==> src/rtl/core/dbd_pkg.sv <==
// Shared types, constants and tables for the day difference core.
`default_nettype none

package dbd_pkg;

  localparam int YEAR_W   = 14;
  localparam int MONTH_W  = 4;
  localparam int DAY_W    = 5;
  localparam int DIFF_W   = 23;
  localparam int SERIAL_W = 23;
  localparam int DOY_W    = 9;
  localparam int LEAPS_W  = 13;
  localparam int QUOT_W   = 8;
  localparam int MUL_A_W  = 13;
  localparam int RECIP_W  = 11;
  localparam int PROD_W   = MUL_A_W + RECIP_W;

  localparam int IN_BYTES  = (2 * (YEAR_W + MONTH_W + DAY_W) + 7) / 8;
  localparam int OUT_BYTES = (DIFF_W + 7) / 8;
  localparam int IN_TDATA_W  = IN_BYTES * 8;
  localparam int OUT_TDATA_W = OUT_BYTES * 8;

  // floor(t / 25) == (t * 1311) >> 15 for t below 4200
  localparam logic [RECIP_W-1:0] DIV25_RECIP = 11'd1311;
  localparam int                 DIV25_SHIFT = 15;

  localparam logic signed [DIFF_W:0] DIFF_LIMIT = 24'sd4000000;

  typedef enum logic [2:0] {
    OP_NONE,
    OP_DIV100,
    OP_DIV400,
    OP_PARTS,
    OP_SERIAL,
    OP_DIFF
  } dbd_op_t;

  typedef struct packed {
    logic    load;
    dbd_op_t op;
    logic    sel;
  } dbd_cmd_t;

  function automatic logic [DOY_W-1:0] days_before_month(input logic [MONTH_W-1:0] idx);
    logic [DOY_W-1:0] r;
    begin
      unique case (idx)
        4'd0:    r = 9'd0;
        4'd1:    r = 9'd31;
        4'd2:    r = 9'd59;
        4'd3:    r = 9'd90;
        4'd4:    r = 9'd120;
        4'd5:    r = 9'd151;
        4'd6:    r = 9'd181;
        4'd7:    r = 9'd212;
        4'd8:    r = 9'd243;
        4'd9:    r = 9'd273;
        4'd10:   r = 9'd304;
        default: r = 9'd334;
      endcase
      return r;
    end
  endfunction

endpackage

`default_nettype wire

==> src/rtl/core/dbd_ctrl.sv <==
// Sequencer for the day difference core: steps both dates through the datapath.
`default_nettype none

module dbd_ctrl
  import dbd_pkg::*;
(
  input  wire      clk,
  input  wire      rst,
  input  wire      in_valid,
  output logic     in_ready,
  output logic     out_valid,
  input  wire      out_ready,
  output dbd_cmd_t cmd
);

  typedef enum logic [2:0] {
    S_IDLE,
    S_DIV100,
    S_DIV400,
    S_PARTS,
    S_SERIAL,
    S_DIFF
  } state_t;

  state_t state;
  logic   sel;
  logic   out_free;

  assign out_free = !out_valid || out_ready;
  assign in_ready = (state == S_IDLE);

  always_comb begin
    cmd.load = 1'b0;
    cmd.op   = OP_NONE;
    cmd.sel  = sel;
    unique case (state)
      S_IDLE:   cmd.load = in_valid;
      S_DIV100: cmd.op   = OP_DIV100;
      S_DIV400: cmd.op   = OP_DIV400;
      S_PARTS:  cmd.op   = OP_PARTS;
      S_SERIAL: cmd.op   = OP_SERIAL;
      S_DIFF:   cmd.op   = out_free ? OP_DIFF : OP_NONE;
      default:  cmd.op   = OP_NONE;
    endcase
  end

  always_ff @(posedge clk) begin
    if (rst) begin
      state     <= S_IDLE;
      sel       <= 1'b0;
      out_valid <= 1'b0;
    end else begin
      if (out_valid && out_ready && (state != S_DIFF)) begin
        out_valid <= 1'b0;
      end
      unique case (state)
        S_IDLE: begin
          if (in_valid) begin
            sel   <= 1'b0;
            state <= S_DIV100;
          end
        end
        S_DIV100: state <= S_DIV400;
        S_DIV400: state <= S_PARTS;
        S_PARTS:  state <= S_SERIAL;
        S_SERIAL: begin
          if (!sel) begin
            sel   <= 1'b1;
            state <= S_DIV100;
          end else begin
            state <= S_DIFF;
          end
        end
        S_DIFF: begin
          if (out_free) begin
            out_valid <= 1'b1;
            state     <= S_IDLE;
          end
        end
        default: state <= S_IDLE;
      endcase
    end
  end

endmodule

`default_nettype wire

==> src/rtl/core/dbd_datapath.sv <==
// Datapath: date latch, shared reciprocal divider, serial day sums and difference.
`default_nettype none

module dbd_datapath
  import dbd_pkg::*;
(
  input  wire                    clk,
  input  wire  [IN_TDATA_W-1:0]  in_data,
  input  dbd_cmd_t               cmd,
  output logic [DIFF_W-1:0]      day_difference
);

  logic [YEAR_W-1:0]  first_year, second_year;
  logic [MONTH_W-1:0] first_month, second_month;
  logic [DAY_W-1:0]   first_day, second_day;

  logic [QUOT_W-1:0]   q100, q400;
  logic [LEAPS_W-1:0]  leaps;
  logic [DOY_W-1:0]    doy;
  logic [SERIAL_W-1:0] serial_a, serial_b;

  logic [YEAR_W-1:0]  y;
  logic [MONTH_W-1:0] m, m_idx;
  logic [DAY_W-1:0]   d;
  logic [YEAR_W:0]    y_p99, y_p399, y_p3;
  logic [MUL_A_W-1:0] mul_a;
  logic [PROD_W-1:0]  prod;
  logic [QUOT_W-1:0]  quot;
  logic [YEAR_W:0]    q100_x100;
  logic [YEAR_W+2:0]  q400_x400;
  logic               leap;
  logic [LEAPS_W-1:0] leaps_next;
  logic [DOY_W-1:0]   doy_next;
  logic [SERIAL_W-1:0] serial_next;
  logic signed [DIFF_W:0] diff, diff_sat;

  assign y = cmd.sel ? second_year  : first_year;
  assign m = cmd.sel ? second_month : first_month;
  assign d = cmd.sel ? second_day   : first_day;

  // ceil(y/100) and ceil(y/400) through one multiplier by 1/25
  assign y_p99  = {1'b0, y} + 15'd99;
  assign y_p399 = {1'b0, y} + 15'd399;
  assign y_p3   = {1'b0, y} + 15'd3;
  assign mul_a  = (cmd.op == OP_DIV400) ? {2'b0, y_p399[YEAR_W:4]} : y_p99[YEAR_W:2];
  assign prod   = {{RECIP_W{1'b0}}, mul_a} * {{MUL_A_W{1'b0}}, DIV25_RECIP};
  assign quot   = prod[DIV25_SHIFT +: QUOT_W];

  // y divisible by 100 (400) exactly when ceil quotient times divisor equals y
  assign q100_x100 = 15'(q100 * 15'd100);
  assign q400_x400 = 17'(q400 * 17'd400);
  assign leap = ((y[1:0] == 2'b00) && (q100_x100 != {1'b0, y})) ||
                (q400_x400 == {3'b0, y});

  always_comb begin
    if (m == 4'd0) begin
      m_idx = 4'd0;
    end else if (m > 4'd12) begin
      m_idx = 4'd11;
    end else begin
      m_idx = m - 4'd1;
    end
  end

  assign leaps_next  = y_p3[YEAR_W:2] - {5'b0, q100} + {5'b0, q400};
  assign doy_next    = {4'b0, d} + days_before_month(m_idx) +
                       {8'b0, (m_idx > 4'd1) && leap};
  assign serial_next = SERIAL_W'(y * 23'd365) + {10'b0, leaps} + {14'b0, doy};

  assign diff = $signed({1'b0, serial_b}) - $signed({1'b0, serial_a});

  always_comb begin
    if (diff > DIFF_LIMIT) begin
      diff_sat = DIFF_LIMIT;
    end else if (diff < -DIFF_LIMIT) begin
      diff_sat = -DIFF_LIMIT;
    end else begin
      diff_sat = diff;
    end
  end

  always_ff @(posedge clk) begin
    if (cmd.load) begin
      first_year   <= in_data[13:0];
      first_month  <= in_data[17:14];
      first_day    <= in_data[22:18];
      second_year  <= in_data[36:23];
      second_month <= in_data[40:37];
      second_day   <= in_data[45:41];
    end
    unique case (cmd.op)
      OP_DIV100: q100 <= quot;
      OP_DIV400: q400 <= quot;
      OP_PARTS: begin
        leaps <= leaps_next;
        doy   <= doy_next;
      end
      OP_SERIAL: begin
        if (cmd.sel) begin
          serial_b <= serial_next;
        end else begin
          serial_a <= serial_next;
        end
      end
      OP_DIFF: day_difference <= diff_sat[DIFF_W-1:0];
      default: ;
    endcase
  end

endmodule

`default_nettype wire

==> src/rtl/core/days_between_dates_core.sv <==
// Top level of the Gregorian day difference core.
//
//   port group | dir | tdata bits, low to high
//   s_*        | in  | first_year, first_month, first_day, second_year, second_month, second_day
//   m_*        | out | day_difference (23-bit two's complement)
//
// A word goes from acceptance to m_tvalid through four steps per date through the shared
// 1/25 reciprocal multiplier and adders, then one difference step that waits until the output register is free.
// One word is in flight at a time; s_tready is high only while the sequencer idles.
// A new word may be taken while the previous result waits in the output register.
// rst is synchronous and clears the sequencer and m_tvalid.
`default_nettype none

module days_between_dates_core
  import dbd_pkg::*;
(
  input  wire                    clk,
  input  wire                    rst,
  input  wire                    s_tvalid,
  output logic                   s_tready,
  // first_year[13:0], first_month[17:14], first_day[22:18],
  // second_year[36:23], second_month[40:37], second_day[45:41], zero fill
  input  wire  [IN_TDATA_W-1:0]  s_tdata,
  output logic                   m_tvalid,
  input  wire                    m_tready,
  // day_difference[22:0], zero fill
  output logic [OUT_TDATA_W-1:0] m_tdata
);

  dbd_cmd_t          cmd;
  logic [DIFF_W-1:0] day_difference;

  dbd_ctrl u_ctrl (
    .clk       (clk),
    .rst       (rst),
    .in_valid  (s_tvalid),
    .in_ready  (s_tready),
    .out_valid (m_tvalid),
    .out_ready (m_tready),
    .cmd       (cmd)
  );

  dbd_datapath u_datapath (
    .clk            (clk),
    .in_data        (s_tdata),
    .cmd            (cmd),
    .day_difference (day_difference)
  );

  assign m_tdata = {{(OUT_TDATA_W-DIFF_W){1'b0}}, day_difference};

  a_result_after_diff: assert property (@(posedge clk) disable iff (rst)
    $rose(m_tvalid) |-> $past(cmd.op == OP_DIFF))
    else $error("result word raised without a difference step");

  a_busy_after_load: assert property (@(posedge clk) disable iff (rst)
    cmd.load |=> !s_tready)
    else $error("input still ready after a word was taken");

  a_idle_no_op: assert property (@(posedge clk) disable iff (rst)
    s_tready |-> (cmd.op == OP_NONE))
    else $error("datapath step issued while idle");

endmodule

`default_nettype wire
==> config.mk <==
export PLATFORM = sky130hd
export DESIGN_NAME = days_between_dates_core
export DESIGN_NICKNAME = d
export VERILOG_FILES = /design/src/rtl/core/dbd_pkg.sv /design/src/rtl/core/dbd_ctrl.sv /design/src/rtl/core/dbd_datapath.sv /design/src/rtl/core/days_between_dates_core.sv
export SDC_FILE = /design/constraint.sdc
export NUM_CORES = 1
export LEC_CHECK = 0
export BUFFER_PORTS_ARGS = -buffer_cell sky130_fd_sc_hd__buf_4
export CAP_MARGIN = 20
export CORE_MARGIN = 2
export CORE_UTILIZATION = 31
export CTS_CLUSTER_SIZE = 25
export DETAILED_ROUTE_END_ITERATION = 8
export SYNTH_ARGS = -nofsm -noshare
export SYNTH_HDL_FRONTEND = slang
export SYNTH_SLANG_ARGS = --single-unit
==> constraint.sdc <==
create_clock -name clk -period 10.7 [get_ports clk]
set_clock_uncertainty 0.05 [all_clocks]
set_input_delay 1.605 -clock clk [delete_from_list [all_inputs] [get_ports clk]]
set_output_delay 1.605 -clock clk [all_outputs]
set_load 0.02 [all_outputs]
After elaboration in Yosys (flattened, before gate mapping)
Memory sizes are Yosys's and may differ from the RTL's.
Cells that the tools add are included.
Cells by class
  add/subtract/negate cells: 11
  multipliers: 4
  $lt $le $gt $ge: 4
  equal/unequal tests: 15
  muxes and demuxes: 19
  bitwise logic cells: 1
  reduce and logical (&&, ||, !) cells: 16
Operators by type and width (count)
  $mul 8x5->13 const B: 2
  $gt 24x23->1 const B: 1
  $lt 24x23->1 const B: 1
  $sub 23x23->24: 1
  $add 23x13->23: 1
  $add 23x9->23: 1
  $mul 13x11->23 const B: 1
  $mul 14x9->23 const B: 1
  $mux 23: 1
  $pmux 3 s6: 1
  $eq 17x14->1: 1
  $add 14x2->15 const B: 1
  $add 14x7->15 const B: 1
  $add 14x9->15 const B: 1
  $ne 15x14->1: 1
  $pmux 3 s5: 1
  $mux 14: 1
  $add 13x8->13: 1
  $mux 13: 1
  $sub 13x8->13: 1
  $eq 3x2->1 const B: 4
  $eq 3x3->1 const B: 4
  $mux 3: 4
  $mux 4: 3
  other kinds (22): 34
Storage, ports and cells
  flip-flop bits (word level): 158
  bits in read-only memories: 144
  input bits: 52
  output and inout bits: 26
  logic and storage cells: 88
  memories kept: 1
Memories
  (name not given): words 16, bits a word 9, rd ports 1, clocked after Yosys merged registers in 0, wr ports 0, RTL line dbd_pkg.sv:47  | unique case (idx)

Logic depth before layout (Yosys ltp)
  depth after elaboration: 7
  depth in mapped cells: 30
  gate-level depth less buffers: 28

Cells and area by module
From an unflattened synthesis, not the netlist that was laid out.
Second synthesis, totals
  cells, all modules: 1539
  area total of the unflattened synthesis: 16260.6 µm²
Modules (own cells, without submodules)
  dbd_datapath: times used 1, cells each 1503, area an instance 15960.3 µm², sequential area each 4594.4 µm²
  dbd_ctrl: times used 1, cells each 34, area an instance 289.0 µm², sequential area each 100.1 µm²
  days_between_dates_core: times used 1, cells each 2, area an instance 11.3 µm², sequential area each 0.0 µm²

Worst setup path before layout
No wires, ideal clock.
  path kind: reg2reg
  start: register u_ctrl.sel
  end: register u_datapath.q100[7], data pin
  library setup time: 0.265 ns
  arrival: 7.520 ns
  data required time: 10.385 ns
  setup slack: 2.866 ns
  cell stages (with the launch flop): 29
  path buffers: 2
  period minus slack after synthesis: 7.834 ns
  cell sequence: dfxtp_1 -> buf_2 -> buf_4 -> mux2i_1 -> inv_1 -> a311oi_1 -> nor3_1 -> nand2_1 -> nor2_1 -> o32ai_1 -> inv_1 -> fa_1 -> inv_1 -> ha_1 -> inv_1 -> fa_1 -> inv_1 -> fa_1 -> inv_1 -> fa_1 -> inv_1 -> ha_1 -> a21o_1 -> a21o_1 -> a221oi_1 -> o21ai_0 -> o41ai_1 -> o21bai_1 -> xnor2_1
Between the ends
  longest elaborated chain between the ends: 4
  elaborated cells on any way between the ends: 5
  those cells by class: add/sub: 2; mul: 1; mux: 2
RTL lines
  start, declared: RTL line dbd_ctrl.sv:26  | logic sel;
  start signal, assigned: RTL line dbd_ctrl.sv:50  | sel <= 1'b0;
  start signal, assigned: RTL line dbd_ctrl.sv:59  | sel <= 1'b0;
  start signal, assigned: RTL line dbd_ctrl.sv:68  | sel <= 1'b1;
  $mux 14 (*): RTL line dbd_datapath.sv:37  | assign y = cmd.sel ? second_year : first_year;
  $add 14x7->15 / $add 14x9->15 (equally long branches): RTL line dbd_datapath.sv:42, dbd_datapath.sv:43
  $mux 13 (*): RTL line dbd_datapath.sv:45  | assign mul_a = (cmd.op == OP_DIV400) ? {2'b0, y_p399[YEAR_W:4]} : y_p99[YEAR_W:2];
  $mul 13x11->23 (*): RTL line dbd_datapath.sv:46  | assign prod = {{RECIP_W{1'b0}}, mul_a} * {{MUL_A_W{1'b0}}, DIV25_RECIP};
  named net u_datapath.prod[22]: RTL line dbd_datapath.sv:27  | logic [PROD_W-1:0] prod;
  end signal, assigned: RTL line dbd_datapath.sv:92  | OP_DIV100: q100 <= quot;
  end, declared: RTL line dbd_datapath.sv:17  | logic [QUOT_W-1:0] q100, q400;
The timed path passes the listed nets; every way through them passes the cells marked *.
A chain may end at the register's enable or synchronous reset.

Worst setup path in the final report
Ends and elaborated chain as after synthesis.

==> results by group <==
Place
  • Post-detailed-placement half-perimeter wirelength: 27.2 mm
  • Gp weighted congestion: 0.847
  • I/O Buffers: 74

Clock network
  • CTS Sinks: 158
  • Clk pin slew, worst setup/hold paths: 0.06 ns
  • Clock Tree Root: clkbuf_16
  • Cts repair resizes: 0
  • Clock tree from TritonCTS: yes
  • Bufs on Longest Clock Path: 2
  • Clock latency on the worst-skew pair: 0.44 ns
  • Post-CTS Repair Setup Buffers: 0
  • Clock H-tree levels: 4
  • Cts bufs inserted: 17
  • # hold bufs at CTS: 0

Job
  • Max Cap Viol: 0

Synth
  • Largest area contributor in the netlist: edfxtp_1
  • Ys flop type: edfxtp_1
  • Register area share after synthesis: 28.6%
  • Distinct cells, synth: 88
  • Synthesized Nets: 1997
  • Synth warn: 0
  • Synthesized flop and latch total: 158
  • Synth Area per Inst: 10.5 µm²
  • Cell Area, Synth: 0.0164 mm²
  • Post-synth top area share: 28.0%
  • Mapped Cells: 1559
  • Asr flop ratio synth: 0%
  • Synth area leaders: edfxtp_1, ha_1, fa_1, inv_1, xnor2_1
  • Post-synth EDFFs: 153

Worst hold path
  • WHS Path Cells: 2
  • Endpoint, Worst Hold: u_ctrl.out_valid
  • HP Class: reg2reg
  • Hold Startpoint: u_ctrl.out_valid

Die
  • Core area: 0.0524 mm²
  • Die area: 0.0547 mm²
  • I/O pins: 78
  • Rows: 84
  • Initial core utilization: 31.3%
  • Die extent in x: 234 µm
  • Die Y-Extent: 234 µm

Timing
  • Fin crit share: 84.3%
  • Worst-Margin Slew: 1.06 ns
  • TNS Setup: 0 ns
  • Final hold violations: 0
  • Fmax achieved: 0.111 GHz
  • RSZ-0062 raised after global routing: no
  • Slew HR: 29.5%
  • Slew Limit Fails: 0
  • Final worst path period need: 9.02 ns
  • Endpoints failing setup: 0

Route
  • Total Wirelength: 32.8 mm
  • Initial drt markers: 535
  • DRC viols: 0
  • DR WL/cell: 14.0 µm
  • Vias: 11.2k
  • Vias per cell: 4.78
  • DRT Pass-1 Iters: 5
  • DRT antenna net count: 0

Worst setup path
  • WP buf/inv: 4
  • CP Capture Type: flop
  • Worst Setup Start Kind: flop
  • Critical-path top delay cell: dfxtp_1
  • Critical Path Fanout Max: 18
  • FF-to-FF End: u_datapath.q100[7]
  • CP Class: reg2reg
  • Critical path depth: 26
  • Reg-to-Reg Start: u_ctrl.sel
  • WP data arrival: 9.16 ns
  • Worst reg-to-reg path cell count: 26
  • Crit-path max cell delay: 1.01 ns
  • Data required, critical path: 10.83 ns
  • R2r setup slk: 1.68 ns
  • Crit path top cell by count: inv_1
  • CP top delay family: compound AO/OA/AOI/OAI gates

Layout
  • Commonest non-fill, non-tap cell in the layout: inv_1
  • Share of cells above drive strength 1: 9.95%
  • Synthesis-to-finish area growth: 12.6%
  • Most frequent cells in the layout: inv_1, ha_1, edfxtp_1
  • Nets: 2084
  • Ant diodes: 0

Global route
  • Tot GR Track Use: 12.6%
  • Vias in the first global route: 11.4k
  • Grt total ovfl: 0
  • Pin count of the biggest net entering global routing: 47
  • Initial antenna violation count: 0
  • Global-route wire length before repair: 55.6 mm

Status
  • Status: finished, final reports clean
[per-stage QoR]
step / hold WS, ns / cells / cell area [µm²] / utilization (%) / setup slack (ns)
floorplan: 0.519 / 1559 / 16400 / - / 2.87
global route: 0.507 / 2347 / 18500 / 35.2 / 0.880
finish: 0.477 / 2347 / 18500 / 35.2 / 1.68
detailed placement: 0.459 / 2313 / 17800 / 34.0 / 1.62
CTS: 0.473 / 2345 / 18400 / 35.1 / 1.56
global placement: 0.455 / 2312 / 17800 / 33.9 / 1.71
[logic make-up after synthesis]
group / Yosys count / synth area share, %
and+or+nand+nor: 304 / 9.28
adders and majority gates: 386 / 35.1
AOI/OAI and AO/OA: 269 / 11.7
DFF: 158 / 28.6
other: 1 / 0.0229
muxes: 29 / 1.85
xor gates and xnor gates: 121 / 6.47
buffers and inverters: 291 / 6.91
[state kept, by name, summed over array words and instances (netlist names)]
signal	flops
u_datapath.q100	8
u_ctrl.out_valid	1
u_datapath.first_year	14
u_datapath.second_day	5
u_datapath.leaps	13
u_datapath.second_year	14
u_ctrl.state	3
u_ctrl.sel	1
u_datapath.second_month	4
u_datapath.doy	9
u_datapath.serial_a	23
u_datapath.day_difference	23
u_datapath.first_day	5
u_datapath.serial_b	23
u_datapath.q400	8
u_datapath.first_month	4
[cells in the mapped netlist (6+ instances only)]
library cell	n
or3_1	15
o211ai_1	7
clkbuf_1	12
nor2b_1	7
a21oi_1	63
nand2_1	68
xnor2_1	95
ha_1	262
inv_1	266
o21ai_0	43
nor3_1	26
nand4_1	10
fa_1	124
a211oi_1	6
xor2_1	26
nor4_1	9
nand2b_1	13
nand3_1	24
mux2_2	10
nor2_1	79
o22ai_1	14
mux2i_1	19
edfxtp_1	153
nand3b_1	6
and3_1	17
a31oi_1	12
o21a_1	8
a21o_1	35
and2_1	9
[cell type report]
class                      count  area [µm²]
clock inverter                12         160
sequential                   158        4690
tap                          688         861
timing repair buffer          92         726
clock buffer                  20         437
multi-input combinational   1110       10600
inverter                     267        1000
fill                        5143       34000
[per-layer routing]
| layer | routed length (µm) | share of wire, % | global-route usage, % |
|---|---|---|---|
| met1 | 15700 | 48 | 16.5 |
| met3 | 874 | 2.7 | 1.81 |
| met5 | 0 | 0 | 0 |
| met4 | 408 | 1.2 | 3.28 |
| met2 | 15800 | 48 | 21.9 |
[how the worst max path moves through the flow]
stage | start | to
6_report | u_ctrl.sel | u_datapath.q100[7]
3_5_place_dp | u_ctrl.sel | u_datapath.q100[7]
4_1_cts | u_ctrl.sel | u_datapath.q100[7]
2_1_floorplan | u_ctrl.sel | u_datapath.q100[7]
3_3_place_gp | u_ctrl.sel | u_datapath.q100[7]
5_1_grt | u_ctrl.sel | u_datapath.q400[7]
[worst reg2reg max path, cell delays in order, from the launching register on]
cell and delay, ns:
dfxtp_1 1.01, mux2i_1 0.76, inv_1 0.35, nand2_1 0.20, a211oi_1 0.10, nor3_1 0.45, nor2_1 0.17, a31oi_1 0.21
nor2_1 0.05, a21oi_1 0.37, inv_1 0.27, fa_1 0.53, ha_1 0.31, ha_1 0.32, fa_1 0.53, inv_1 0.05
fa_1 0.53, inv_1 0.04, ha_1 0.29, a21o_1 0.15, a21oi_1 0.14, o21ai_0 0.21, a221oi_1 0.60, o21ai_0 0.30
o41ai_1 0.48, o21bai_1 0.13, xnor2_1 0.16
Power is left out: the tool's default activity adds up to more than one toggle a clock period on the data nets, which glitch-free logic cannot reach.
